$ cat src/design/wrs_pkg.sv
// Shared types and constants for the wavetable resampler with rate sweep.
// Used by wrs_ctrl, wrs_dp and wavetable_resampler_sweep; no dependencies.
`timescale 1ns / 1ps
`default_nettype none

package wrs_pkg;

   // Default sizes, handed down as top-level parameter defaults
   localparam int TABLE_SIZE_DEFAULT  = 16384;
   localparam int SWEEP_TICKS_DEFAULT = 10000;

   // Item kinds carried on req_tuser
   localparam logic [1:0] OP_LOAD = 2'd0;
   localparam logic [1:0] OP_PLAY = 2'd1;
   localparam logic [1:0] OP_TICK = 2'd2;

   // Register indexes on the csr port
   localparam int          CSR_INDEX_W = 1;
   localparam logic [0:0]  CSR_VOLUME  = 1'b0;
   localparam logic [0:0]  CSR_ENABLE  = 1'b1;
   localparam int          CSR_DATA_W  = 7;

   // Field widths
   localparam int OPCODE_W  = 2;
   localparam int ADDRESS_W = 14;
   localparam int SAMPLE_W  = 8;
   localparam int FRAC_W    = 7;
   localparam int RATE_W    = 9;
   localparam int VOLUME_W  = 7;

   localparam logic [RATE_W-1:0]   RATE_LOW     = 9'd100;
   localparam logic [RATE_W-1:0]   RATE_HIGH    = 9'd300;
   localparam logic [RATE_W-1:0]   RATE_STEP    = 9'd20;
   localparam logic [VOLUME_W-1:0] VOLUME_RESET = 7'd70;

   // x / 100 == (x * 5243) >> 19, exact for x below 43690
   localparam int              RECIP_W     = 28;
   localparam logic [12:0]     RECIP_100   = 13'd5243;
   localparam int              RECIP_SHIFT = 19;

   // Controller to datapath step commands
   typedef struct packed {
      logic load_wr;
      logic tick;
      logic read_next;
      logic capture_s0;
      logic interp_mul;
      logic interp_div;
      logic scale_mul;
      logic scale_div;
      logic finish;
   } dp_cmd_type;

   // Datapath to controller status
   typedef struct packed {
      logic sound_enable;
   } dp_status_type;

endpackage

`default_nettype wire

$ cat src/design/wrs_ctrl.sv
// Sequencer for the wavetable resampler: decodes items, steps a play through
// the datapath and owns the result valid flag. Depends on wrs_pkg.
`timescale 1ns / 1ps
`default_nettype none

module wrs_ctrl
   import wrs_pkg::*;
(
   input  wire logic                clock,
   input  wire logic                reset,
   input  wire logic                req_tvalid,
   input  wire logic [OPCODE_W-1:0] req_opcode,
   input  wire logic                rsp_tready,
   input  wire dp_status_type       status,
   output logic                     req_tready,
   output logic                     rsp_tvalid,
   output dp_cmd_type               cmd
);

   localparam logic [2:0] ST_IDLE   = 3'd0;
   localparam logic [2:0] ST_FETCH  = 3'd1;
   localparam logic [2:0] ST_MUL    = 3'd2;
   localparam logic [2:0] ST_DIV    = 3'd3;
   localparam logic [2:0] ST_SCALE  = 3'd4;
   localparam logic [2:0] ST_NORM   = 3'd5;
   localparam logic [2:0] ST_DONE   = 3'd6;

   logic [2:0] state_ff;
   logic [2:0] state_in;
   logic       rsp_valid_ff;
   logic       rsp_valid_in;
   logic       accept;
   logic       out_free;

   assign req_tready = (state_ff == ST_IDLE);
   assign accept     = req_tvalid && req_tready;
   assign out_free   = !rsp_valid_ff || rsp_tready;
   assign rsp_tvalid = rsp_valid_ff;

   always_comb begin
      state_in = state_ff;
      cmd      = '0;
      case (state_ff)
         ST_IDLE: begin
            if (accept) begin
               case (req_opcode)
                  OP_LOAD: cmd.load_wr = 1'b1;
                  OP_TICK: cmd.tick = 1'b1;
                  OP_PLAY: begin
                     if (status.sound_enable) begin
                        state_in = ST_FETCH;
                     end
                  end
                  default: ;
               endcase
            end
         end
         ST_FETCH: begin
            cmd.capture_s0 = 1'b1;
            cmd.read_next  = 1'b1;
            state_in       = ST_MUL;
         end
         ST_MUL: begin
            cmd.interp_mul = 1'b1;
            state_in       = ST_DIV;
         end
         ST_DIV: begin
            cmd.interp_div = 1'b1;
            state_in       = ST_SCALE;
         end
         ST_SCALE: begin
            cmd.scale_mul = 1'b1;
            state_in      = ST_NORM;
         end
         ST_NORM: begin
            cmd.scale_div = 1'b1;
            state_in      = ST_DONE;
         end
         ST_DONE: begin
            // hold until the output register can take the sample
            if (out_free) begin
               cmd.finish = 1'b1;
               state_in   = ST_IDLE;
            end
         end
         default: state_in = ST_IDLE;
      endcase
   end

   always_comb begin
      rsp_valid_in = rsp_valid_ff;
      if (cmd.finish) begin
         rsp_valid_in = 1'b1;
      end else if (rsp_tready) begin
         rsp_valid_in = 1'b0;
      end
   end

   always_ff @(posedge clock) begin
      if (reset) begin
         state_ff     <= ST_IDLE;
         rsp_valid_ff <= 1'b0;
      end else begin
         state_ff     <= state_in;
         rsp_valid_ff <= rsp_valid_in;
      end
   end

endmodule

`default_nettype wire

$ cat config.mk
export PLATFORM = sky130hd
export DESIGN_NAME = wrs_ctrl
export DESIGN_NICKNAME = d
export VERILOG_FILES = /design/src/design/wrs_pkg.sv /design/src/design/wrs_ctrl.sv
export SDC_FILE = /design/constraint.sdc
export NUM_CORES = 1
export LEC_CHECK = 0
export BUFFER_PORTS_ARGS = -buffer_cell sky130_fd_sc_hd__buf_2
export CORE_AREA = 2 2 39 41
export DETAILED_ROUTE_END_ITERATION = 12
export DIE_AREA = 0 0 41 43
export PLACE_DENSITY = 0.6
export SLEW_MARGIN = 20
export SYNTH_ARGS = -nofsm -noshare
export SYNTH_HDL_FRONTEND = slang
export SYNTH_SLANG_ARGS = --single-unit
export TNS_END_PERCENT = 1
$ cat constraint.sdc
create_clock -name clock -period 1.4 [get_ports clock]
set_input_delay 0.14 -clock clock [delete_from_list [all_inputs] [get_ports clock]]
set_output_delay 0.14 -clock clock [all_outputs]
set_load 0.05 [all_outputs]
Yosys cells after proc, flatten, opt, wreduce, memory -nomap -nowiden
Cells that the tools add are included.
W data, S select, Z words.
{"block": "totals", "word_cells": 39, "register_bits": 4, "in_bits": 7}
{"block": "op_classes", "mux": 18, "eq_ne": 12, "reduce_logical": 7}
{"operator": "$pmux W3 S7", "n": 1}
{"operator": "$mux W3", "n": 4}
{"operator": "$mux W1", "n": 10}
{"operator": "$eq A3 B3 Y1 const B", "n": 3}
{"operator": "$eq A3 B2 Y1 const B", "n": 2}
{"operator": "$mux W2", "n": 3}
{"operator": "$ne A2 B1 Y1 const B", "n": 2}
{"operator": "$ne A2 B2 Y1 const B", "n": 2}
{"operator": "$reduce_and A4 Y1", "n": 1}
{"operator": "$eq A3 B1 Y1 const B", "n": 1}
{"operator": "$logic_not A3 Y1", "n": 1}
{"operator": "$eq A2 B1 Y1 const B", "n": 1}
{"operator": "$eq A2 B2 Y1 const B", "n": 1}
{"operator": "$logic_not A2 Y1", "n": 1}
{"operator": "$reduce_bool A2 Y1", "n": 1}
{"operator": "$logic_and A1 B1 Y1", "n": 1}
{"operator": "$logic_not A1 Y1", "n": 1}
{"operator": "$logic_or A1 B1 Y1", "n": 1}

Depth between registers and ports, before layout
Gate-level depths: netlist (run 1).
{"block": "logic_depth", "ltp_word": 5, "depth_mapped": 4, "ltp_nobuf": 2}

Worst setup path before layout (run 1)
OpenSTA, ideal clock, no wires.
{"block": "synth_timing", "kind": "register to output", "startpoint": "register state_ff[1]", "endpoint": "output port cmd[4] in the netlist's numbering", "t_arrival_ns": 1.598, "stages_incl_launch_ff": 3, "path_slack_ns": -0.338, "n_path_buf": 1, "path_cell_list": "dfxtp_1 buf_6 nor3b_1"}
{"item": "start: declaration", "line_no": "wrs_ctrl.sv:28", "text": "logic [2:0] state_ff;"}
{"item": "start signal: assignment", "line_no": "wrs_ctrl.sv:104", "text": "state_ff <= state_in;"}
{"item": "end: declaration", "line_no": "wrs_ctrl.sv:17", "text": "output dp_cmd_type cmd"}

==> flow_metrics.py, run 1 <==
metrics = {
    "placement": {
        "dpl.hpwl_um": 465,
        "post-place-ws_ns": 0.144,
        "port_buffers": 17,
        "dpl_cell_area_um2": 380,
        "gp_congestion": 0.661,
    },
    "detailed_routing": {
        "first_pass_iters": 2,
        "wl_per_cell_um": 9.69,
        "vias": 285,
        "wl_um": 630,
        "drc": 0,
        "ant_nets": 0,
        "drt_iter0_markers": 2,
        "via_per_inst": 4.38,
    },
    "yosys": {
        "ys_warn_count": 0,
        "syn-num-nets": 40,
        "synth_top_family_by_area": "simple AND/OR/NAND/NOR gates",
        "synth_seq_cells": 4,
        "synth_area_per_cell_um2": 9.67,
        "synth_xor_area_share_pct": 2.75,
        "synth_compound_area_share_pct": 13.7,
        "synth-seq-area-share_pct": 25.1,
        "syn-cell-area_um2": 319,
        "synth_simple_gate_area_share_pct": 40.8,
        "yosys-mux-area-fraction_pct": 0,
        "synth.distinct_cells": 22,
        "synth-adder-area-share_pct": 0,
        "syn_inst": 33,
    },
    "power": {
        "p_per_area_nw_per_um2": 842,
        "p_total_uw": 367,
        "leakagePower_nw": 0.200,
        "ir_worst_vdd_uv": 240,
    },
    "timing": {
        "skew_ns": 0.00169,
        "worst_slack_ns": 0.0747,
        "fin_worst_hold_slack_ns": 0.118,
        "max_freq_mhz": 755,
        "hold_violations": 0,
        "max_slew_margin_pct": 83.3,
        "finalSetupViolations": 0,
        "finalCritPeriodShare_pct": 94.7,
        "worst_pin_slew_ns": 0.253,
        "maxSlewViolCount": 0,
        "period_minus_slack_ns": 1.33,
    },
    "floorplanning": {
        "die_area_um2": 1760,
        "die_w_um": 41,
        "fp.dieH_um": 43,
        "rows": 14,
        "initial_core_util_pct": 23.1,
        "top_level_ports": 18,
        "core_um2": 1380,
    },
    "critical_path": {
        "cp_slowest_stage_delay_ns": 0.38,
        "critical_path_class": "flip-flop to output pin",
        "critPathBufInv": 1,
        "cp-start-kind": "flip-flop",
        "rrSetupSlack_ns": 0.42,
        "slowest_stage": "dfxtp_4",
        "end_kind": "output pin",
        "path_delay_family": "simple AND/OR/NAND/NOR gates",
        "cp_cell_sequence": "nor3_4, and4bb_1, buf_6",
        "arrival_ns": 1.19,
        "cp_max_fo": 9,
        "critPathRequiredTime_ns": 1.26,
    },
    "grt": {
        "busiest_layer": "met1",
        "grt_pass1_vias": 265,
        "grt_max_degree": 12,
        "grt_use_met2_pct": 9.38,
        "grt_util_met3_pct": 1.57,
        "grt_antenna_before_repair": 0,
        "grt.total_usage_pct": 8.34,
        "grtUsageMet1_pct": 12.3,
        "overflow": 0,
        "grt_pass1_wl_um": 979,
    },
    "cts": {
        "numCtsBuffers": 3,
        "clock_sinks": 4,
        "cts_buffer_depth": 2,
        "ctsHoldBuffers": 0,
        "cts_tree": "done",
        "worstSkewPairLatency_ns": 0.23,
        "cts.clk_slew.worst_paths_ns": 0.04,
        "cts_root_buf": "clkbuf_4",
        "htreeDepth": 1,
    },
    "layout": {
        "stdcell_area_um2": 437,
        "diodes": 0,
        "area_growth_pct": 36.9,
        "fillers": 141,
        "final_nets": 58,
        "drive_above_1_share_pct": 59.2,
        "register_area_um2": 88.8,
        "multiInputGateArea_um2": 188,
    },
    "flow_run": {
        "max_cap_violations": 0,
    },
    "hold_path": {
        "hp-class": "input pin to flip-flop",
    },
    "run_status": {
        "status": "complete, no violations",
    },
}
[layout by cell type, fill, tap and decap left out, drive strengths merged]
cell	instances
buf	15
clkbuf	6
dfxtp	4
nor2	3
nand2b	3
nand3b	2
inv	2
nor3	2
a21oi	2
nor2b	1
nor3b	1
and4b	1
and4bb	1
nand4bb	1
a31oi	1
nand4b	1
a211o	1
xnor2	1
a311oi	1
[state kept, by name (all words and copies together), names as in the netlist]
name        count
state_ff        3
rsp_tvalid      1
[path summary, 6_finish.rpt]
kind                               endpoint  cells after the start   startpoint
worst max-delay path                 cmd[8]                      3  state_ff[0]
worst min-delay path            state_ff[1]                      2        reset
worst max register to register  state_ff[0]                      3  state_ff[2]
worst min register to register  state_ff[2]                      2   rsp_tvalid
[layer usage]
metal | vias up | part of all wire (%)
met2 | 17 | 38
met1 | 120 | 54
li1 | 148 | -
met3 | 0 | 7.6
met4 | 0 | 0
met5 | - | 0
[kinds of logic (layout without fill, tap and decap cells)]
| family | count (synthesis) | in the layout |
|---|---|---|
| AO/OA/AOI/OAI | 5 | 5 |
| buffers and inverters | 7 | 23 |
| flip-flops | 4 | 4 |
| AND/OR/NAND/NOR | 16 | 16 |
| XOR/XNOR | 1 | 1 |
[stage by stage]
| stage | util [%] | instances | setup TNS [ns] |
|---|---|---|---|
| final | 31.6 | 65 | 0 |
| after global routing | 31.6 | 65 | -0.00626 |
| after CTS | 29.7 | 64 | 0 |
| after detailed placement | 27.5 | 61 | 0 |
| after global placement | 27.5 | 61 | 0 |
| after floorplan | - | 33 | -1.09 |
[synth_stat cells]
master	number	area (um^2)
a211o_1	1	8.76
a21oi_1	1	5.00
a21oi_2	1	8.76
a311oi_2	1	15.0
a31oi_1	1	6.26
and4b_1	1	10.0
and4bb_1	1	12.5
buf_4	2	15.0
buf_6	3	33.8
dfxtp_1	4	80.1
inv_1	2	7.51
nand2b_1	2	12.5
nand2b_4	1	13.8
nand3b_1	2	15.0
nand4b_1	1	8.76
nand4bb_1	1	11.3
nor2_1	3	11.3
nor2b_1	1	6.26
nor3_1	1	5.00
nor3_4	1	16.3
nor3b_1	1	7.51
xnor2_1	1	8.76
[power breakdown]
part           internal (mW)  total [mW]  switching (mW)
logic                 0.0381      0.0979          0.0598
registers              0.116       0.127          0.0109
clock network         0.0959       0.143          0.0467
[layout make-up]
cell class	instances	area share, %
Multi-Input combinational cell	22	43.0
Timing Repair Buffer	18	25.2
Sequential cell	4	20.3
Clock buffer	3	5.16
Tap cell	16	4.58
Inverter	2	1.72
[repair_timing]
action,in CTS,in global routing
endpoints found under the setup margin,9,6
pin swaps,0,2
gates cloned,0,0
resized for setup,5,8
setup buffers,0,1
(Power assumes the default switching activity.)
==> inputs of run 2 (changes only) <==
--- a/config.mk
+++ b/config.mk
@@ -9,7 +9,7 @@
 export CORE_AREA = 2 2 39 41
 export DETAILED_ROUTE_END_ITERATION = 12
 export DIE_AREA = 0 0 41 43
-export PLACE_DENSITY = 0.6
+export PLACE_DENSITY = 0.59
 export SLEW_MARGIN = 20
 export SYNTH_ARGS = -nofsm -noshare
 export SYNTH_HDL_FRONTEND = slang
==> run 2 against run 1 <==
Combinational power decreased by 2%. Clock skew about the same. Die area unchanged. Critical path depth unchanged. First-iteration DRC count increased by 50%. Hold slack got worse by 0.0021 ns. Utilization decreased by 0.54 points. Cell area decreased by 1.7%. Setup slack improved by 0.0012 ns. Maximum frequency about the same. Cell count unchanged. Global-route usage decreased by 0.50 points. Critical endpoint unchanged. Largest cell class unchanged. Largest power group unchanged.
==> flow_metrics.py, run 2 (synthesis gave the netlist of run 1 again) <==
metrics = {
    "layout": {
        "final_nets": 58,
        "layout_common_cells": "buf_2 (15), nor2_1 (3), clkbuf_4 (3)",
        "area_growth_pct": 34.5,
        "layout_commonest_cell": "buf_2",
        "diodes": 0,
        "stdcell_area_um2": 429,
        "fillers": 147,
        "max_flop_register": "state_ff",
        "drive_above_1_share_pct": 59.2,
        "largest_reg_flops": 3,
    },
    "cts": {
        "cts_setup_buffers": 0,
        "clock_sinks": 4,
        "cts.clk_slew.worst_paths_ns": 0.04,
        "numCtsBuffers": 3,
        "worstSkewPairLatency_ns": 0.23,
        "cts_root_buf": "clkbuf_4",
        "htreeDepth": 1,
        "cts_buffer_depth": 2,
        "cts_tree": "done",
    },
    "grt": {
        "grt_max_degree": 11,
        "grt_antenna_before_repair": 0,
        "overflow": 0,
        "grt_pass1_vias": 237,
        "grt_pass1_wl_um": 917,
        "grt.total_usage_pct": 7.84,
    },
    "timing": {
        "rsz0062_at_grt": "no",
        "max_freq_mhz": 755,
        "period_minus_slack_ns": 1.32,
        "worst_pin_slew_ns": 0.248,
        "maxSlewViolCount": 0,
        "hold_violations": 0,
        "max_slew_margin_pct": 83.6,
        "fin_worst_hold_slack_ns": 0.116,
        "worst_slack_ns": 0.0759,
        "fin_tns_setup_ns": 0,
        "skew_ns": 0.00215,
        "finalCritPeriodShare_pct": 94.6,
        "finalSetupViolations": 0,
    },
    "critical_path": {
        "r2r-start": "state_ff[2]",
        "rrSetupSlack_ns": 0.42,
        "arrival_ns": 1.18,
        "cp_max_fo": 9,
        "critPathRequiredTime_ns": 1.26,
        "reg2reg_to": "state_ff[0]",
        "cp-start-kind": "flip-flop",
        "critical_path_class": "flip-flop to output pin",
        "end_kind": "output pin",
        "r2r_cells": 3,
    },
    "placement": {
        "dpl_cell_area_um2": 388,
        "gp_congestion": 0.665,
        "port_buffers": 17,
        "dpl.hpwl_um": 492,
        "post-place-ws_ns": 0.143,
    },
    "power": {
        "p_per_area_nw_per_um2": 861,
        "internal_power_uw": 250,
        "ir_worst_vdd_uv": 290,
        "p_sw_uw": 119,
        "switching_share_pct": 32.2,
        "leakagePower_nw": 0.202,
        "p_total_uw": 369,
        "combPwrFrac_pct": 26.1,
        "clkPwrFrac_pct": 39.0,
        "p_seq_share_pct": 34.9,
    },
    "floorplanning": {
        "core_um2": 1380,
        "fp.dieH_um": 43,
        "top_level_ports": 18,
        "rows": 14,
        "die_w_um": 41,
        "initial_core_util_pct": 23.1,
        "die_area_um2": 1760,
    },
    "detailed_routing": {
        "drt_iter0_markers": 3,
        "via_per_inst": 4.60,
        "ant_nets": 0,
        "wl_per_cell_um": 9.95,
        "drc": 0,
        "first_pass_iters": 4,
        "vias": 299,
        "wl_um": 647,
    },
    "hold_path": {
        "hold_depth": 2,
        "holdPathEnd": "state_ff[1]",
        "hp-start": "reset",
        "hp-class": "input pin to flip-flop",
    },
    "flow_run": {
        "max_cap_violations": 0,
    },
    "run_status": {
        "status": "complete, no violations",
    },
}
==> run 2: worst max-delay path, stage by stage, from the launching register on <==
cell      delay (ns)
dfxtp_4         0.38
nor3_4          0.18
and4bb_1        0.23
buf_6           0.16
==> run 2: routing by layer <==
layer  track usage, %  share of wire (%)  up-vias
li1                 -                  -      149
met1             11.3                 49      133
met2             8.75                 39       17
met3             3.14                 13        0
met4             6.00                  0        0
met5                0                  0        -
==> run 2: power groups by stage <==
stage,logic (mW),clock network [mW],registers [mW]
floorplan,0.0869,0,0.121
global placement,0.0928,0,0.131
detailed placement,0.0933,0,0.131
CTS,0.0957,0.152,0.130
global route,0.102,0.155,0.130
finish,0.0963,0.144,0.129
==> run 2: worst max-delay path by stage <==
| stage | start | endpoint | cells past startpoint |
|---|---|---|---|
| 5_1_grt | state_ff[0] | cmd[7] | 3 |
| 2_1_floorplan | state_ff[1] | cmd[6] | 4 |
| 3_3_place_gp | state_ff[0] | cmd[7] | 3 |
| 3_5_place_dp | state_ff[0] | cmd[7] | 3 |
| 4_1_cts | state_ff[1] | cmd[7] | 3 |
| 6_report | state_ff[0] | cmd[8] | 3 |
==> run 2: layout make-up <==
cell class / count / area [um^2] / share of cell area [%]
multi-input cells: 22 / 188 / 43.7
repair buffers: 18 / 105 / 24.5
flip-flops and latches: 4 / 86.3 / 20.1
clock buffers: 3 / 22.5 / 5.25
well taps: 16 / 20.0 / 4.66
inverters: 2 / 7.51 / 1.75
==> run 2: metrics by stage <==
step                      std cells  utilization, %
after floorplan                  33               -
after global placement           62            28.0
after detailed placement         62            28.0
after CTS                        65            30.2
after global routing             65            31.0
final                            65            31.0
==> run 2: what timing repair did <==
item                                    CTS  global route
endpoints found under the setup margin    8             5
pin swaps                                 0             2
hold buffers                              0             0
gates resized for setup                   4             4
==> inputs of run 3 (changes only) <==
--- a/config.mk
+++ b/config.mk
@@ -6,10 +6,10 @@
 export NUM_CORES = 1
 export LEC_CHECK = 0
 export BUFFER_PORTS_ARGS = -buffer_cell sky130_fd_sc_hd__buf_2
-export CORE_AREA = 2 2 39 41
+export CORE_AREA = 8 8 45 47
 export DETAILED_ROUTE_END_ITERATION = 12
-export DIE_AREA = 0 0 41 43
-export PLACE_DENSITY = 0.59
+export DIE_AREA = 0 0 53 55
+export PLACE_DENSITY = 0.47
 export SLEW_MARGIN = 20
 export SYNTH_ARGS = -nofsm -noshare
 export SYNTH_HDL_FRONTEND = slang
==> run 3 against run 2 <==
Combinational power is 4% higher. Flip-flop and latch count stayed put. Clock skew is 0.0038 ns higher. Maximum frequency is 0.33% lower. Largest cell class unchanged. Largest power group unchanged. Highest routed layer is now met4.
==> flow_metrics.py, run 3 (synthesis gave the netlist of run 1 again) <==
metrics = {
    "critical_path": {
        "cp_max_fo": 9,
        "end_kind": "output pin",
        "critPathRequiredTime_ns": 1.26,
        "critical_path_class": "flip-flop to output pin",
        "arrival_ns": 1.19,
        "cp-start-kind": "flip-flop",
        "r2r_cells": 3,
    },
    "detailed_routing": {
        "wl_um": 753,
        "drc": 0,
        "ant_nets": 0,
        "drt-met1-wl_um": 388,
        "drt_iter0_markers": 2,
        "first_pass_iters": 2,
        "dr_wl_met3_um": 31,
        "wl_per_cell_um": 11.6,
        "top_layer": "met4",
        "via_per_inst": 4.29,
        "dr_wl_met2_um": 316,
        "vias": 279,
    },
    "floorplanning": {
        "core_um2": 1380,
        "fp.dieH_um": 55,
        "initial_core_util_pct": 23.1,
        "rows": 14,
        "die_w_um": 53,
        "die_area_um2": 2920,
        "top_level_ports": 18,
    },
    "power": {
        "ir_worst_vdd_uv": 278,
        "p_per_area_nw_per_um2": 847,
        "leakagePower_nw": 0.199,
    },
    "layout": {
        "area_growth_pct": 35.7,
        "fillers": 151,
        "final_nets": 58,
        "max_flop_register": "state_ff",
        "final_core_util_pct": 31.3,
        "layout_commonest_cell": "buf_2",
        "drive_above_1_share_pct": 59.2,
        "largest_reg_flops": 3,
        "diodes": 0,
        "register_area_um2": 88.8,
        "multiInputGateArea_um2": 188,
        "layout_common_cells": "buf_2 (13), clkbuf_4 (5), nor2_1 (3)",
    },
    "cts": {
        "cts_buffer_depth": 2,
        "cts_root_buf": "clkbuf_4",
        "numCtsBuffers": 3,
        "worstSkewPairLatency_ns": 0.23,
        "clock_sinks": 4,
        "htreeDepth": 1,
        "ctsHoldBuffers": 0,
        "cts_tree": "done",
        "cts.clk_slew.worst_paths_ns": 0.04,
    },
    "timing": {
        "max_slew_margin_pct": 83.2,
        "period_minus_slack_ns": 1.33,
        "worst_pin_slew_ns": 0.253,
        "maxSlewViolCount": 0,
        "hold_violations": 0,
        "rsz0062_at_grt": "no",
        "max_freq_mhz": 753,
        "fin_tns_setup_ns": 0,
        "finalSetupViolations": 0,
        "skew_ns": 0.00592,
        "finalCritPeriodShare_pct": 94.9,
    },
    "grt": {
        "overflow": 0,
        "grt_pass1_vias": 296,
        "grt_antenna_before_repair": 0,
        "grt.total_usage_pct": 5.85,
        "grt_pass1_wl_mm": 1.23,
        "grt_max_degree": 12,
    },
    "placement": {
        "port_buffers": 17,
        "dpl.hpwl_um": 582,
        "gp_congestion": 0.629,
    },
    "hold_path": {
        "hp-class": "input pin to flip-flop",
        "hold_depth": 2,
    },
    "flow_run": {
        "max_cap_violations": 0,
    },
    "run_status": {
        "status": "complete, no violations",
    },
}
-- run 3: path summary, 6_finish.rpt --
| check | start | endpoint | slack, ns |
|---|---|---|---|
| setup / recovery | state_ff[0] | cmd[8] | 0.07 |
| hold / removal | reset | rsp_tvalid | 0.12 |
| setup reg to reg | state_ff[1] | state_ff[1] | 0.42 |
| hold reg to reg | rsp_tvalid | state_ff[2] | 0.55 |
-- run 3: area by class of cell --
type | count | share of cell area, %
multi-input combinational | 22 | 43.4
inverter | 2 | 1.73
clock buffer | 3 | 5.20
tap | 16 | 4.62
sequential | 4 | 20.5
timing repair buffer | 18 | 24.6
-- run 3: timing repair --
| action | in CTS | in global routing |
|---|---|---|
| resized for setup | 4 | 6 |
| setup endpoints to repair | 8 | 7 |
| buffers inserted | 0 | 0 |
-- run 3: per-stage QoR --
step           cells  worst slack, ns  hold slack (ns)  cell area, um^2  power [mW]
3_3_place_gp      62            0.104            0.369              388       0.228
2_1_floorplan     33           -0.313            0.208              324       0.208
4_1_cts           65          0.00531            0.108              418       0.377
3_5_place_dp      62            0.140            0.361              388       0.227
5_1_grt           65          0.00713            0.118              433       0.391
6_report          65           0.0715            0.123              433       0.367
-- run 3: per-layer routing --
metal	vias up	GRT usage (%)
li1	147	-
met1	116	6.71
met2	14	8.01
met3	2	1.07
met4	0	7.76
met5	-	0
-- run 3: power breakdown --
group / switching, mW / internal, mW
logic: 0.0614 / 0.0388
clock network: 0.0449 / 0.0957
registers: 0.0100 / 0.116
-- run 3: worst max-delay path, cell delays in order, from the launching register on --
cell      delay (ns)
dfxtp_4         0.38
nor3_4          0.18
and4bb_1        0.21
buf_4           0.19
